## src/rpla_pkg.sv

```systemverilog
`default_nettype none
package rpla_pkg;

   localparam int HIST_DEPTH_DEF = 256;

   localparam int TOKEN_W     = 24;
   localparam int LOGIT_W     = 32;
   localparam int OP_W        = 2;
   localparam int CSR_INDEX_W = 2;
   localparam int CSR_DATA_W  = 25;
   localparam int PENALTY_W   = 16;
   localparam int WINDOW_W    = 9;
   localparam int VOCAB_W     = 25;

   // restoring divide of a 40-bit dividend (logit shifted by 8)
   localparam int DIV_STEPS = LOGIT_W + 8;
   localparam int DIV_CNT_W = 6;
   localparam int PROD_W    = LOGIT_W + PENALTY_W;

   localparam logic [OP_W-1:0] OP_OBSERVE = 2'd0;
   localparam logic [OP_W-1:0] OP_ADJUST  = 2'd1;
   localparam logic [OP_W-1:0] OP_CLEAR   = 2'd2;

   localparam logic [CSR_INDEX_W-1:0] REG_PENALTY = 2'd0;
   localparam logic [CSR_INDEX_W-1:0] REG_WINDOW  = 2'd1;
   localparam logic [CSR_INDEX_W-1:0] REG_VOCAB   = 2'd2;

   localparam logic [PENALTY_W-1:0] PENALTY_ONE   = 16'd256;
   localparam logic [PENALTY_W-1:0] PENALTY_RESET = 16'd256;
   localparam logic [WINDOW_W-1:0]  WINDOW_RESET  = 9'd64;
   localparam logic [VOCAB_W-1:0]   VOCAB_RESET   = 25'd32000;

   typedef struct packed {
      logic load;      // latch item, set up scan
      logic observe;   // append token to history
      logic clear;     // empty history
      logic scan;      // walk the window
      logic prep;      // load divider, register product
      logic div_step;  // one quotient bit
      logic emit;      // load output register
   } rpla_cmd_type;

   typedef struct packed {
      logic scan_done;
      logic go_div;
      logic div_done;
      logic out_free;
   } rpla_sts_type;

endpackage
`default_nettype wire

```

## src/rpla_ctrl.sv

```systemverilog
`default_nettype none
module rpla_ctrl
   import rpla_pkg::*;
(
   input  wire logic            clock,
   input  wire logic            reset,
   input  wire logic            req_valid,
   input  wire logic [OP_W-1:0] req_op,
   output      logic            req_ready,
   output      rpla_cmd_type    cmd,
   input  wire rpla_sts_type    sts
);

   typedef enum logic [2:0] {
      ST_IDLE,
      ST_SCAN,
      ST_DECIDE,
      ST_DIV,
      ST_EMIT
   } state_type;

   state_type state_ff, state_in;
   logic      accept;

   assign req_ready = (state_ff == ST_IDLE);
   assign accept    = req_valid && req_ready;

   always_comb begin
      cmd          = '0;
      cmd.load     = accept;
      cmd.scan     = (state_ff == ST_SCAN);
      cmd.prep     = (state_ff == ST_DECIDE);
      cmd.div_step = (state_ff == ST_DIV);
      cmd.emit     = (state_ff == ST_EMIT) && sts.out_free;
      state_in     = state_ff;
      case (state_ff)
         ST_IDLE: begin
            if (accept) begin
               case (req_op)
                  OP_OBSERVE: cmd.observe = 1'b1;
                  OP_CLEAR:   cmd.clear   = 1'b1;
                  OP_ADJUST:  state_in    = ST_SCAN;
                  default:    ;  // undefined op dropped
               endcase
            end
         end
         ST_SCAN:   if (sts.scan_done) state_in = ST_DECIDE;
         ST_DECIDE: state_in = sts.go_div ? ST_DIV : ST_EMIT;
         ST_DIV:    if (sts.div_done) state_in = ST_EMIT;
         ST_EMIT:   if (sts.out_free) state_in = ST_IDLE;
         default:   state_in = ST_IDLE;
      endcase
   end

   always_ff @(posedge clock) begin
      if (reset) begin
         state_ff <= ST_IDLE;
      end else begin
         state_ff <= state_in;
      end
   end

endmodule
`default_nettype wire

```

## config.mk

```make
export PLATFORM = sky130hd
export DESIGN_NAME = rpla_ctrl
export DESIGN_NICKNAME = d
export VERILOG_FILES = /design/src/rpla_pkg.sv /design/src/rpla_ctrl.sv
export SDC_FILE = /design/constraint.sdc
export NUM_CORES = 1
export LEC_CHECK = 0
export ABC_AREA = 1
export BUFFER_PORTS_ARGS = -buffer_cell sky130_fd_sc_hd__buf_2
export CAP_MARGIN = 20
export CORE_AREA = 2 2 39 41
export CTS_CLUSTER_DIAMETER = 120
export CTS_CLUSTER_SIZE = 20
export DETAILED_ROUTE_END_ITERATION = 8
export DIE_AREA = 0 0 41 43
export GPL_TIMING_DRIVEN = 1
export HOLD_SLACK_MARGIN = 0.15
export PLACE_DENSITY = 0.46
export SLEW_MARGIN = 0
export SYNTH_ARGS = -nofsm -noshare
export SYNTH_HDL_FRONTEND = slang
export SYNTH_SLANG_ARGS = --single-unit
```

## constraint.sdc

```tcl
create_clock -name clock -period 1.6 [get_ports clock]
set_input_delay 0.16 -clock clock [delete_from_list [all_inputs] [get_ports clock]]
set_output_delay 0.16 -clock clock [all_outputs]
set_load 0.05 [all_outputs]
```

==> impl_metrics.prom, run 1 <==
# TYPE chip_impl_metric gauge
chip_impl_metric{name="io_buffer_count",unit=""} 16
chip_impl_info{name="critical_path.endpoint_type",value="output pin"} 1
chip_impl_metric{name="finalPower",unit="uW"} 1120
chip_impl_info{name="cts_root_buffer",value="sky130_fd_sc_hd__clkbuf_4"} 1
chip_impl_info{name="hold_class",value="in -> reg"} 1
chip_impl_info{name="setup.worst_path.end",value="cmd[4]"} 1
chip_impl_info{name="worstPathCellList",value="nor2_2 > nand2_2 > nor2_2 > inv_1 > nor3_2 > buf_4"} 1
chip_impl_metric{name="finalSetupViolations",unit=""} 0
chip_impl_metric{name="drt_drc_violations_left",unit=""} 0
chip_impl_metric{name="die-height",unit="um"} 43
chip_impl_metric{name="critical_path_required",unit="ns"} 1.44
chip_impl_metric{name="floorplan.die.width",unit="um"} 41
chip_impl_metric{name="diodes",unit=""} 0
chip_impl_metric{name="largest_net_degree_at_the_start_of_global_routing",unit=""} 8
chip_impl_metric{name="finalWirelength",unit="um"} 803
chip_impl_metric{name="critPathMaxStageDelay",unit="ns"} 0.36
chip_impl_metric{name="finish.cell_count_without_fillers",unit=""} 92
chip_impl_info{name="critical-path-top-delay-family",value="simple AND/OR/NAND/NOR gates"} 1
chip_impl_metric{name="avgRoutedWirePerCell",unit="um"} 8.73
chip_impl_metric{name="placed_cells_incl_taps",unit=""} 88
chip_impl_metric{name="clk-insertion-delay-late",unit="ns"} 0.24
chip_impl_metric{name="grt.total_usage",unit=""} 0.104
chip_impl_metric{name="first_pass_detailed_route_iteration_total",unit=""} 4
chip_impl_metric{name="grt_first_pass_wirelength",unit="um"} 1220
chip_impl_metric{name="detail_route.iter0.violations",unit=""} 16
chip_impl_info{name="cts_tree",value="yes"} 1
chip_impl_metric{name="rows",unit=""} 14
chip_impl_metric{name="worst_ep_arrival_time",unit="ns"} 1.35
chip_impl_metric{name="worst-r2r-cell-count",unit=""} 8
chip_impl_metric{name="total_leakage_power",unit="uW"} 0.000258
chip_impl_metric{name="r2r_slack",unit="ns"} 0.45
chip_impl_info{name="r2r_end",value="state_ff[1]"} 1
chip_impl_metric{name="synth_fp_nets",unit=""} 66
chip_impl_info{name="critical_path_class",value="reg -> out"} 1
chip_impl_metric{name="ys_warnings",unit=""} 0
chip_impl_metric{name="worstMarginPinSlew",unit="ns"} 0.264
chip_impl_info{name="crit_path_start_kind",value="flip-flop"} 1
chip_impl_metric{name="ff_latch_area",unit="um2"} 60.1
chip_impl_metric{name="report.final.hold_viol_count",unit=""} 0
chip_impl_metric{name="routed-via-count",unit=""} 396
chip_impl_info{name="run_status",value="complete, no violations"} 1
chip_impl_metric{name="synth_cell_type_count",unit=""} 12
chip_impl_metric{name="io_pins",unit=""} 17
chip_impl_metric{name="htree_levels",unit=""} 1
chip_impl_metric{name="final.period_utilization",unit=""} 0.942
chip_impl_metric{name="routed_vias_inst",unit=""} 4.30
chip_impl_metric{name="clkSlewWorstSetupHoldPaths",unit="ns"} 0.04
chip_impl_metric{name="post_layout_minimum_cycle_time",unit="ns"} 1.51
chip_impl_metric{name="synthesis.area",unit="um2"} 295
chip_impl_metric{name="critical_path_peak_fanout",unit=""} 6
chip_impl_metric{name="fmax",unit="MHz"} 663
chip_impl_metric{name="dp_hpwl",unit="um"} 614
chip_impl_metric{name="number_of_antenna_violations_at_the_first_check_in_global_routing",unit=""} 0
chip_impl_metric{name="clock_path_buffers",unit=""} 2
chip_impl_metric{name="worst_clock_skew",unit="ns"} 0.00940
chip_impl_metric{name="nFillCells",unit=""} 176
chip_impl_metric{name="cp.depth",unit=""} 6
chip_impl_metric{name="path_buf_inv",unit=""} 2
chip_impl_metric{name="synth_seq_area_share",unit=""} 0.203
chip_impl_metric{name="syn2layout_area_growth",unit="%"} 47.9
chip_impl_metric{name="grt_pass1_vias",unit=""} 335
chip_impl_metric{name="clkSinkCount",unit=""} 3
chip_impl_metric{name="placeableCoreArea",unit="um2"} 1380
chip_impl_metric{name="multiInputGateArea",unit="um2"} 193
chip_impl_metric{name="cts-buffers-inserted",unit=""} 3
chip_impl_metric{name="power_per_cell_area",unit="nW/um2"} 2560
chip_impl_metric{name="maxSlewHeadroom",unit=""} 0.823
chip_impl_metric{name="routabilityCongestion",unit=""} 0.766
chip_impl_info{name="timing.critical_path.slowest_stage_cell",value="sky130_fd_sc_hd__dfxtp_1"} 1
chip_impl_metric{name="maxCapViolations",unit=""} 0
chip_impl_metric{name="synthesis.area_per_instance",unit="um2"} 5.18
chip_impl_metric{name="detail-route-antenna-nets",unit=""} 0
chip_impl_info{name="top_regs",value="state_ff x3"} 1
chip_impl_metric{name="final_layout_size_suffix_gt1_frac",unit=""} 0.382
chip_impl_metric{name="yosys_register_bits",unit=""} 3
chip_impl_metric{name="design.final.nets",unit=""} 86
chip_impl_metric{name="worst_ir_drop_vdd",unit="V"} 0.000535
chip_impl_metric{name="cts-hold-fix-buffers",unit=""} 0
chip_impl_info{name="worst_setup_path_startpoint",value="state_ff[0]"} 1
chip_impl_info{name="r2r-start",value="state_ff[0]"} 1
chip_impl_metric{name="largest_register_ffs",unit=""} 3
chip_impl_metric{name="final-max-slew-violation-count",unit=""} 0
chip_impl_metric{name="die-area",unit="um2"} 1760
chip_impl_metric{name="grt-ovfl-total",unit=""} 0
chip_impl_metric{name="syn_inst",unit=""} 57
chip_impl_info{name="path_common_cell",value="sky130_fd_sc_hd__nor2_2"} 1
chip_impl_info{name="registers.top_by_ff_count",value="state_ff"} 1
chip_impl_metric{name="initial_utilization",unit=""} 0.213
cells in the mapped netlist, drive strengths merged:
| master | count | share of area |
|---|---|---|
| nor2 | 18 | 0.24 |
| inv | 12 | 0.15 |
| nand2 | 10 | 0.14 |
| nand3 | 8 | 0.14 |
| dfxtp | 3 | 0.20 |
| nor3 | 3 | 0.051 |
| buf | 2 | 0.064 |
| nor4 | 1 | 0.021 |
report_power, final:
part | internal (uW) | leakage [uW] | switching (uW) | total [uW]
Clock | 94.0 | 0.0000150 | 47.0 | 141
Sequential | 113 | 0.0000248 | 42.8 | 156
Combinational | 224 | 0.000218 | 595 | 819
worst min-delay path by stage:
stage                     cells after the start  slack, ns   from           to
after global placement                        4       0.43  reset  state_ff[2]
final                                         4       0.17  reset  state_ff[2]
after global routing                          4       0.21  reset  state_ff[2]
after CTS                                     4       0.18  reset  state_ff[0]
after detailed placement                      4       0.43  reset  state_ff[0]
after floorplan                               3       0.33  reset  state_ff[2]
worst min-delay path: cells and delay by family:
| kind | cells | cell delay [ns] |
|---|---|---|
| buf+inv | 2 | 0.12 |
| simple gates | 2 | 0.09 |
layout make-up:
type,instances,area share
clock buffer,4,0.0602
multi-input combinational,40,0.441
sequential,3,0.138
inverter,12,0.103
timing repair buffer,17,0.212
tap,16,0.0458
metal layers:
layer / part of all wire / track usage / wire [um]
met1: 0.40 / 0.115 / 319
met2: 0.54 / 0.156 / 437
met3: 0.045 / 0.0314 / 36
met4: 0.012 / 0.0800 / 10
met5: 0 / 0 / 0
through the flow:
step	TNS, ns	utilization	hold WS (ns)	area, um2	setup slack [ns]
after floorplan	-1.27	-	0.327	302	-0.403
after CTS	0	0.307	0.176	424	0.00963
final	0	0.316	0.173	437	0.0922
after global placement	0	0.282	0.430	390	0.232
after global routing	-0.0159	0.316	0.211	437	-0.0139
after detailed placement	0	0.282	0.433	390	0.221
layout by cell type (no fill, tap or decap), drive strengths merged:
cell type / count
buf: 17
clkbuf: 4
dfxtp: 3
inv: 12
nand2: 10
nand3: 8
nor2: 18
nor3: 3
nor4: 1
repair_timing:
item	4_1_cts	5_1_grt
endpoints found under the setup margin	2	2
setup buffers	0	0
pin swaps	0	1
resized for setup	3	4
cells by family after synthesis:
logic type / after synthesis / synth area share
buffers and inverters: 14 / 0.216
DFF: 3 / 0.203
and+or+nand+nor: 40 / 0.581
No activity file was read; power rests on OpenSTA's default activity.
==> run 2: changes to the inputs <==
==> constraint.sdc (replaced) <==
create_clock -name clock -period 1.9 [get_ports clock]
set_input_delay 0.19 -clock clock [delete_from_list [all_inputs] [get_ports clock]]
set_output_delay 0.19 -clock clock [all_outputs]
set_load 0.05 [all_outputs]
==> run 2 against run 1 <==
Power is 20% lower. Largest power group unchanged. Combinational power shrank 22%. First-iteration DRC count fell by 81%. Via count fell by 6.6%. Clock-buffer cell count unchanged. Cell area fell by 6.3%. Critical endpoint is now cmd[5]. Critical path type unchanged. Non-clock buffer count fell by 1.
==> impl_metrics.prom, run 2 (same netlist as run 1, synthesis figures left out) <==
# TYPE chip_impl_metric gauge
chip_impl_info{name="critical-path-top-delay-family",value="simple AND/OR/NAND/NOR gates"} 1
chip_impl_metric{name="critPathMaxStageDelay",unit="ns"} 0.37
chip_impl_metric{name="report.final.hold_viol_count",unit=""} 0
chip_impl_info{name="path_common_cell",value="sky130_fd_sc_hd__nor2_1"} 1
chip_impl_info{name="layout_commonest_cell",value="sky130_fd_sc_hd__nor2_1"} 1
chip_impl_metric{name="routed-via-count",unit=""} 370
chip_impl_metric{name="drt_drc_violations_left",unit=""} 0
chip_impl_metric{name="routabilityCongestion",unit=""} 0.748
chip_impl_metric{name="number_of_antenna_violations_at_the_first_check_in_global_routing",unit=""} 0
chip_impl_metric{name="path_buf_inv",unit=""} 2
chip_impl_metric{name="design.final.nets",unit=""} 85
chip_impl_metric{name="initial_utilization",unit=""} 0.213
chip_impl_metric{name="final_layout_size_suffix_gt1_frac",unit=""} 0.307
chip_impl_metric{name="final.period_utilization",unit=""} 0.882
chip_impl_metric{name="rows",unit=""} 14
chip_impl_metric{name="power_per_cell_area",unit="nW/um2"} 2170
chip_impl_info{name="cts_root_buffer",value="sky130_fd_sc_hd__clkbuf_4"} 1
chip_impl_metric{name="clkSinkCount",unit=""} 3
chip_impl_metric{name="critical_path_peak_fanout",unit=""} 8
chip_impl_metric{name="largest_register_ffs",unit=""} 3
chip_impl_metric{name="critical_path_required",unit="ns"} 1.71
chip_impl_metric{name="diodes",unit=""} 0
chip_impl_metric{name="total_leakage_power",unit="uW"} 0.000250
chip_impl_metric{name="floorplan.die.width",unit="um"} 41
chip_impl_metric{name="grt-ovfl-total",unit=""} 0
chip_impl_metric{name="timing.hold.ws",unit="ns"} 0.215
chip_impl_metric{name="final_core_utilization",unit=""} 0.296
chip_impl_metric{name="clkSlewWorstSetupHoldPaths",unit="ns"} 0.04
chip_impl_metric{name="post_layout_minimum_cycle_time",unit="ns"} 1.68
chip_impl_metric{name="first_pass_detailed_route_iteration_total",unit=""} 2
chip_impl_metric{name="hold-path-cell-count",unit=""} 4
chip_impl_metric{name="maxSlewHeadroom",unit=""} 0.815
chip_impl_metric{name="die-height",unit="um"} 43
chip_impl_metric{name="clock_path_buffers",unit=""} 2
chip_impl_info{name="run_status",value="complete, no violations"} 1
chip_impl_info{name="cts_tree",value="yes"} 1
chip_impl_metric{name="cts-buffers-inserted",unit=""} 3
chip_impl_metric{name="finalSetupViolations",unit=""} 0
chip_impl_info{name="layout_common_cells",value="sky130_fd_sc_hd__nor2_1, sky130_fd_sc_hd__buf_2, sky130_fd_sc_hd__inv_1, sky130_fd_sc_hd__nand2_1, sky130_fd_sc_hd__nand3_1"} 1
chip_impl_info{name="critical_path.endpoint_type",value="output pin"} 1
chip_impl_info{name="hold_class",value="in -> reg"} 1
chip_impl_metric{name="detailed_place.area",unit="um2"} 383
chip_impl_metric{name="design_area",unit="um2"} 409
chip_impl_metric{name="grt_first_pass_wirelength",unit="um"} 1090
chip_impl_metric{name="post_cts_resized",unit=""} 0
chip_impl_metric{name="postCtsSetupRepairBufs",unit=""} 0
chip_impl_metric{name="grt_pass1_vias",unit=""} 315
chip_impl_metric{name="syn2layout_area_growth",unit="%"} 38.6
chip_impl_metric{name="worst_clock_skew",unit="ns"} 0.00286
chip_impl_metric{name="worst_ir_drop_vdd",unit="V"} 0.000574
chip_impl_metric{name="detail-route-antenna-nets",unit=""} 0
chip_impl_info{name="critical_path_class",value="reg -> out"} 1
chip_impl_metric{name="io_buffer_count",unit=""} 16
chip_impl_metric{name="clk-insertion-delay-late",unit="ns"} 0.23
chip_impl_info{name="worstPathCellList",value="nor2_1 > nand2_2 > nor2_1 > inv_1 > nor3_1 > buf_2"} 1
chip_impl_metric{name="cts-hold-fix-buffers",unit=""} 0
chip_impl_metric{name="worst-r2r-cell-count",unit=""} 8
chip_impl_metric{name="cp.depth",unit=""} 6
chip_impl_metric{name="worstMarginPinSlew",unit="ns"} 0.276
chip_impl_metric{name="dp_hpwl",unit="um"} 601
chip_impl_metric{name="io_pins",unit=""} 17
chip_impl_metric{name="routed_vias_inst",unit=""} 4.07
chip_impl_info{name="top_regs",value="state_ff x3"} 1
chip_impl_metric{name="worst_ep_arrival_time",unit="ns"} 1.49
chip_impl_metric{name="die-area",unit="um2"} 1760
chip_impl_info{name="crit_path_start_kind",value="flip-flop"} 1
chip_impl_metric{name="finish.cell_count_without_fillers",unit=""} 91
chip_impl_metric{name="timing.setup.tns",unit="ns"} 0
chip_impl_info{name="registers.top_by_ff_count",value="state_ff"} 1
chip_impl_metric{name="finalWirelength",unit="um"} 693
chip_impl_info{name="timing.critical_path.slowest_stage_cell",value="sky130_fd_sc_hd__dfxtp_1"} 1
chip_impl_metric{name="placeableCoreArea",unit="um2"} 1380
chip_impl_metric{name="placed_cells_incl_taps",unit=""} 87
chip_impl_metric{name="detail_route.iter0.violations",unit=""} 3
chip_impl_metric{name="htree_levels",unit=""} 1
chip_impl_metric{name="largest_net_degree_at_the_start_of_global_routing",unit=""} 9
chip_impl_metric{name="avgRoutedWirePerCell",unit="um"} 7.62
chip_impl_metric{name="fmax",unit="MHz"} 597
chip_impl_metric{name="final-max-slew-violation-count",unit=""} 0
chip_impl_metric{name="grt.total_usage",unit=""} 0.0913
chip_impl_info{name="unrepaired_setup_endpoints_after_global_routing",value="false"} 1
chip_impl_metric{name="maxCapViolations",unit=""} 0
## run 2: path summary, 6_finish.rpt
kind               startpoint           to  slack (ns)
setup / recovery  state_ff[1]       cmd[5]        0.22
hold / removal          reset  state_ff[0]        0.22
setup reg to reg  state_ff[2]  state_ff[2]        0.70
hold reg to reg   state_ff[2]  state_ff[2]        0.54
## run 2: where the power goes
part	switching [uW]	internal [uW]	total, uW	leakage, uW
Clock	32.1	78.7	111	0.0000150
Combinational	467	167	635	0.000210
Sequential	48.4	95.4	144	0.0000248
Total	548	341	889	0.000250
## run 2: per-layer routing
layer,routed length (um),GRT usage,vias up
met3,31,0.0628,0
li1,-,-,207
met2,341,0.141,6
met5,0,0,-
met1,320,0.0994,157
met4,0,0.0200,0
## run 2: tightest hold or removal path: stages
cell and delay (ns):
sky130_fd_sc_hd__buf_2 0.08, sky130_fd_sc_hd__inv_1 0.04, sky130_fd_sc_hd__nand2_1 0.06, sky130_fd_sc_hd__nor2_1 0.03
## run 2: cell type report
cell class	instances	area (um2)
Fill cell	174	975
Timing Repair Buffer	16	80.1
Inverter	12	45.0
Sequential cell	3	60.1
Tap cell	16	20.0
Multi-Input combinational cell	40	178
Clock buffer	4	26.3
## run 2: stage by stage
| stage | worst slack, ns | power (uW) |
|---|---|---|
| 6_report | 0.224 | 889 |
| 5_1_grt | 0.0624 | 976 |
| 4_1_cts | 0.228 | 906 |
| 3_5_place_dp | 0.477 | 788 |
| 3_3_place_gp | 0.498 | 801 |
| 2_1_floorplan | -0.133 | 697 |
==> run 3: changes to the inputs <==
--- a/config.mk
+++ b/config.mk
@@ -7,15 +7,16 @@
 export LEC_CHECK = 0
 export ABC_AREA = 1
 export BUFFER_PORTS_ARGS = -buffer_cell sky130_fd_sc_hd__buf_2
-export CAP_MARGIN = 20
+export CAP_MARGIN = 0
 export CORE_AREA = 2 2 39 41
 export CTS_CLUSTER_DIAMETER = 120
-export CTS_CLUSTER_SIZE = 20
+export CTS_CLUSTER_SIZE = 28
 export DETAILED_ROUTE_END_ITERATION = 8
 export DIE_AREA = 0 0 41 43
 export GPL_TIMING_DRIVEN = 1
 export HOLD_SLACK_MARGIN = 0.15
 export PLACE_DENSITY = 0.46
+export REMOVE_ABC_BUFFERS = 1
 export SLEW_MARGIN = 0
 export SYNTH_ARGS = -nofsm -noshare
 export SYNTH_HDL_FRONTEND = slang
==> run 3 against run 2 <==
Highest routed layer unchanged. Clock-buffer cell count unchanged. Largest power group unchanged. Clock skew down 0.00096 ns. Wire length down 4.2%. Global-route usage down 0.50 points.
==> impl_metrics.prom, run 3 (same netlist as run 1, synthesis figures left out) <==
# TYPE chip_impl_metric gauge
chip_impl_info{name="top_regs",value="state_ff x3"} 1
chip_impl_metric{name="detail_route.iter0.violations",unit=""} 5
chip_impl_metric{name="syn2layout_area_growth",unit="%"} 36.4
chip_impl_metric{name="total_switching_power",unit="uW"} 544
chip_impl_metric{name="detailedPlace.worstSlack",unit="ns"} 0.506
chip_impl_metric{name="finalSetupViolations",unit=""} 0
chip_impl_metric{name="largest_net_degree_at_the_start_of_global_routing",unit=""} 9
chip_impl_metric{name="die-height",unit="um"} 43
chip_impl_metric{name="design_area",unit="um2"} 403
chip_impl_info{name="registers.top_by_ff_count",value="state_ff"} 1
chip_impl_metric{name="cts-buffers-inserted",unit=""} 3
chip_impl_metric{name="maxSlewHeadroom",unit=""} 0.836
chip_impl_metric{name="worst_clock_skew",unit="ns"} 0.00189
chip_impl_metric{name="postCtsSetupRepairBufs",unit=""} 0
chip_impl_metric{name="drt_drc_violations_left",unit=""} 0
chip_impl_metric{name="worst_ep_arrival_time",unit="ns"} 1.44
chip_impl_metric{name="critical_path_peak_fanout",unit=""} 8
chip_impl_metric{name="final-max-slew-violation-count",unit=""} 0
chip_impl_metric{name="grt-ovfl-total",unit=""} 0
chip_impl_metric{name="clock_path_buffers",unit=""} 2
chip_impl_metric{name="clk-insertion-delay-late",unit="ns"} 0.23
chip_impl_info{name="crit_path_start_kind",value="flip-flop"} 1
chip_impl_info{name="critical_path_class",value="reg -> out"} 1
chip_impl_metric{name="placeableCoreArea",unit="um2"} 1380
chip_impl_info{name="cts_root_buffer",value="sky130_fd_sc_hd__clkbuf_4"} 1
chip_impl_metric{name="first_pass_detailed_route_iteration_total",unit=""} 4
chip_impl_info{name="cts_tree",value="yes"} 1
chip_impl_metric{name="worstMarginPinSlew",unit="ns"} 0.245
chip_impl_metric{name="rows",unit=""} 14
chip_impl_metric{name="dp_hpwl",unit="um"} 583
chip_impl_metric{name="detailed_place.area",unit="um2"} 377
chip_impl_metric{name="switching_share",unit=""} 0.616
chip_impl_metric{name="initial_utilization",unit=""} 0.213
chip_impl_metric{name="htree_levels",unit=""} 1
chip_impl_info{name="hold_class",value="in -> reg"} 1
chip_impl_metric{name="grt_pass1_vias",unit=""} 302
chip_impl_metric{name="share_comb_of_total_power",unit=""} 0.720
chip_impl_metric{name="fmax",unit="MHz"} 615
chip_impl_metric{name="share_clk_of_total_power",unit=""} 0.122
chip_impl_info{name="unrepaired_setup_endpoints_after_global_routing",value="false"} 1
chip_impl_metric{name="grt_first_pass_wirelength",unit="um"} 1100
chip_impl_metric{name="clkSlewWorstSetupHoldPaths",unit="ns"} 0.03
chip_impl_metric{name="floorplan.die.width",unit="um"} 41
chip_impl_metric{name="maxCapViolations",unit=""} 0
chip_impl_metric{name="post_layout_minimum_cycle_time",unit="ns"} 1.63
chip_impl_metric{name="detail-route-antenna-nets",unit=""} 0
chip_impl_metric{name="final.period_utilization",unit=""} 0.856
chip_impl_info{name="worstPathCellList",value="nor2_1 > nand2_2 > nor2_1 > inv_1 > nor3_1 > buf_2"} 1
chip_impl_metric{name="grt.total_usage",unit=""} 0.0863
chip_impl_info{name="critical_path.endpoint_type",value="output pin"} 1
chip_impl_metric{name="seq_power_share",unit=""} 0.158
chip_impl_info{name="path_common_cell",value="sky130_fd_sc_hd__nor2_1"} 1
chip_impl_metric{name="avgRoutedWirePerCell",unit="um"} 7.30
chip_impl_metric{name="worst_ir_drop_vdd",unit="V"} 0.000558
chip_impl_metric{name="report.final.hold_viol_count",unit=""} 0
chip_impl_info{name="layout_common_cells",value="sky130_fd_sc_hd__nor2_1, sky130_fd_sc_hd__buf_2, sky130_fd_sc_hd__inv_1, sky130_fd_sc_hd__nand2_1, sky130_fd_sc_hd__nand3_1"} 1
chip_impl_metric{name="final_layout_size_suffix_gt1_frac",unit=""} 0.293
chip_impl_metric{name="nFillCells",unit=""} 167
chip_impl_metric{name="cts-hold-fix-buffers",unit=""} 0
chip_impl_info{name="run_status",value="complete, no violations"} 1
chip_impl_metric{name="post_cts_resized",unit=""} 0
chip_impl_metric{name="critical_path_required",unit="ns"} 1.71
chip_impl_metric{name="number_of_antenna_violations_at_the_first_check_in_global_routing",unit=""} 0
chip_impl_metric{name="finalWirelength",unit="um"} 664
chip_impl_metric{name="die-area",unit="um2"} 1760
chip_impl_info{name="layout_commonest_cell",value="sky130_fd_sc_hd__nor2_1"} 1
chip_impl_metric{name="final_ws_setup",unit="ns"} 0.274
chip_impl_metric{name="io_pins",unit=""} 17
chip_impl_metric{name="intPower",unit="uW"} 339
chip_impl_metric{name="routed-via-count",unit=""} 368
chip_impl_metric{name="total_leakage_power",unit="uW"} 0.000249
chip_impl_metric{name="io_buffer_count",unit=""} 16
chip_impl_metric{name="clkSinkCount",unit=""} 3
chip_impl_metric{name="largest_register_ffs",unit=""} 3
chip_impl_metric{name="power_per_cell_area",unit="nW/um2"} 2190
chip_impl_metric{name="diodes",unit=""} 0
chip_impl_metric{name="routed_vias_inst",unit=""} 4.04
chip_impl_metric{name="design.final.nets",unit=""} 85
chip_impl_metric{name="critPathMaxStageDelay",unit="ns"} 0.36
chip_impl_info{name="timing.critical_path.slowest_stage_cell",value="sky130_fd_sc_hd__dfxtp_1"} 1
chip_impl_metric{name="routabilityCongestion",unit=""} 0.745
-- run 3: changes by cell type in the layout (fill, tap and decap cells not counted) --
cell,previous run,this run
sky130_fd_sc_hd__nor4_1,0,1
sky130_fd_sc_hd__nor4_2,1,0
-- run 3: final cells by class --
class                   instances  area [um2]  share of cell area
inverters                      12        45.0               0.112
repair buffers                 16        80.1               0.199
clock buffers                   4        26.3              0.0652
flip-flops and latches          3        60.1               0.149
multi-input cells              40         171               0.425
well taps                      16        20.0              0.0497
-- run 3: final timing paths --
check | startpoint | end | slack (ns) | depth (start not counted)
worst min register to register | state_ff[2] | state_ff[2] | 0.53 | 2
worst min-delay path | reset | state_ff[1] | 0.22 | 4
worst max register to register | state_ff[2] | state_ff[1] | 0.73 | 8
worst max-delay path | state_ff[1] | cmd[5] | 0.27 | 6
-- run 3: power groups by stage --
stage          clock, uW  combinational [uW]  sequential, uW
6_report             108                 636             139
5_1_grt              123                 696             146
4_1_cts              113                 644             139
3_5_place_dp           0                 642             139
3_3_place_gp           0                 651             141
2_1_floorplan          0                 523             130
-- run 3: layer usage --
layer  share of wire  up-vias  global-route usage
met3           0.029        0              0.0471
met2            0.47        7               0.128
met4               0        0                   0
met1            0.50      153               0.115
li1                -      208                   -
met5               0        -                   0
-- run 3: worst max-delay path: cells and delay by family (launching register included) --
kind	cells	cell delay (ns)
DFF	1	0.36
and+or+nand+nor	4	0.50
buffers and inverters	2	0.34
-- run 3: metrics by stage --
| step | TNS [ns] | util | total power (uW) | cells | hold slack, ns |
|---|---|---|---|---|---|
| CTS | 0 | 0.291 | 896 | 91 | 0.224 |
| floorplan | -1.77 | - | 653 | 55 | 0.357 |
| detailed placement | 0 | 0.272 | 782 | 87 | 0.464 |
| finish | 0 | 0.291 | 883 | 91 | 0.224 |
| global placement | 0 | 0.272 | 792 | 87 | 0.458 |
| global route | 0 | 0.291 | 965 | 91 | 0.227 |
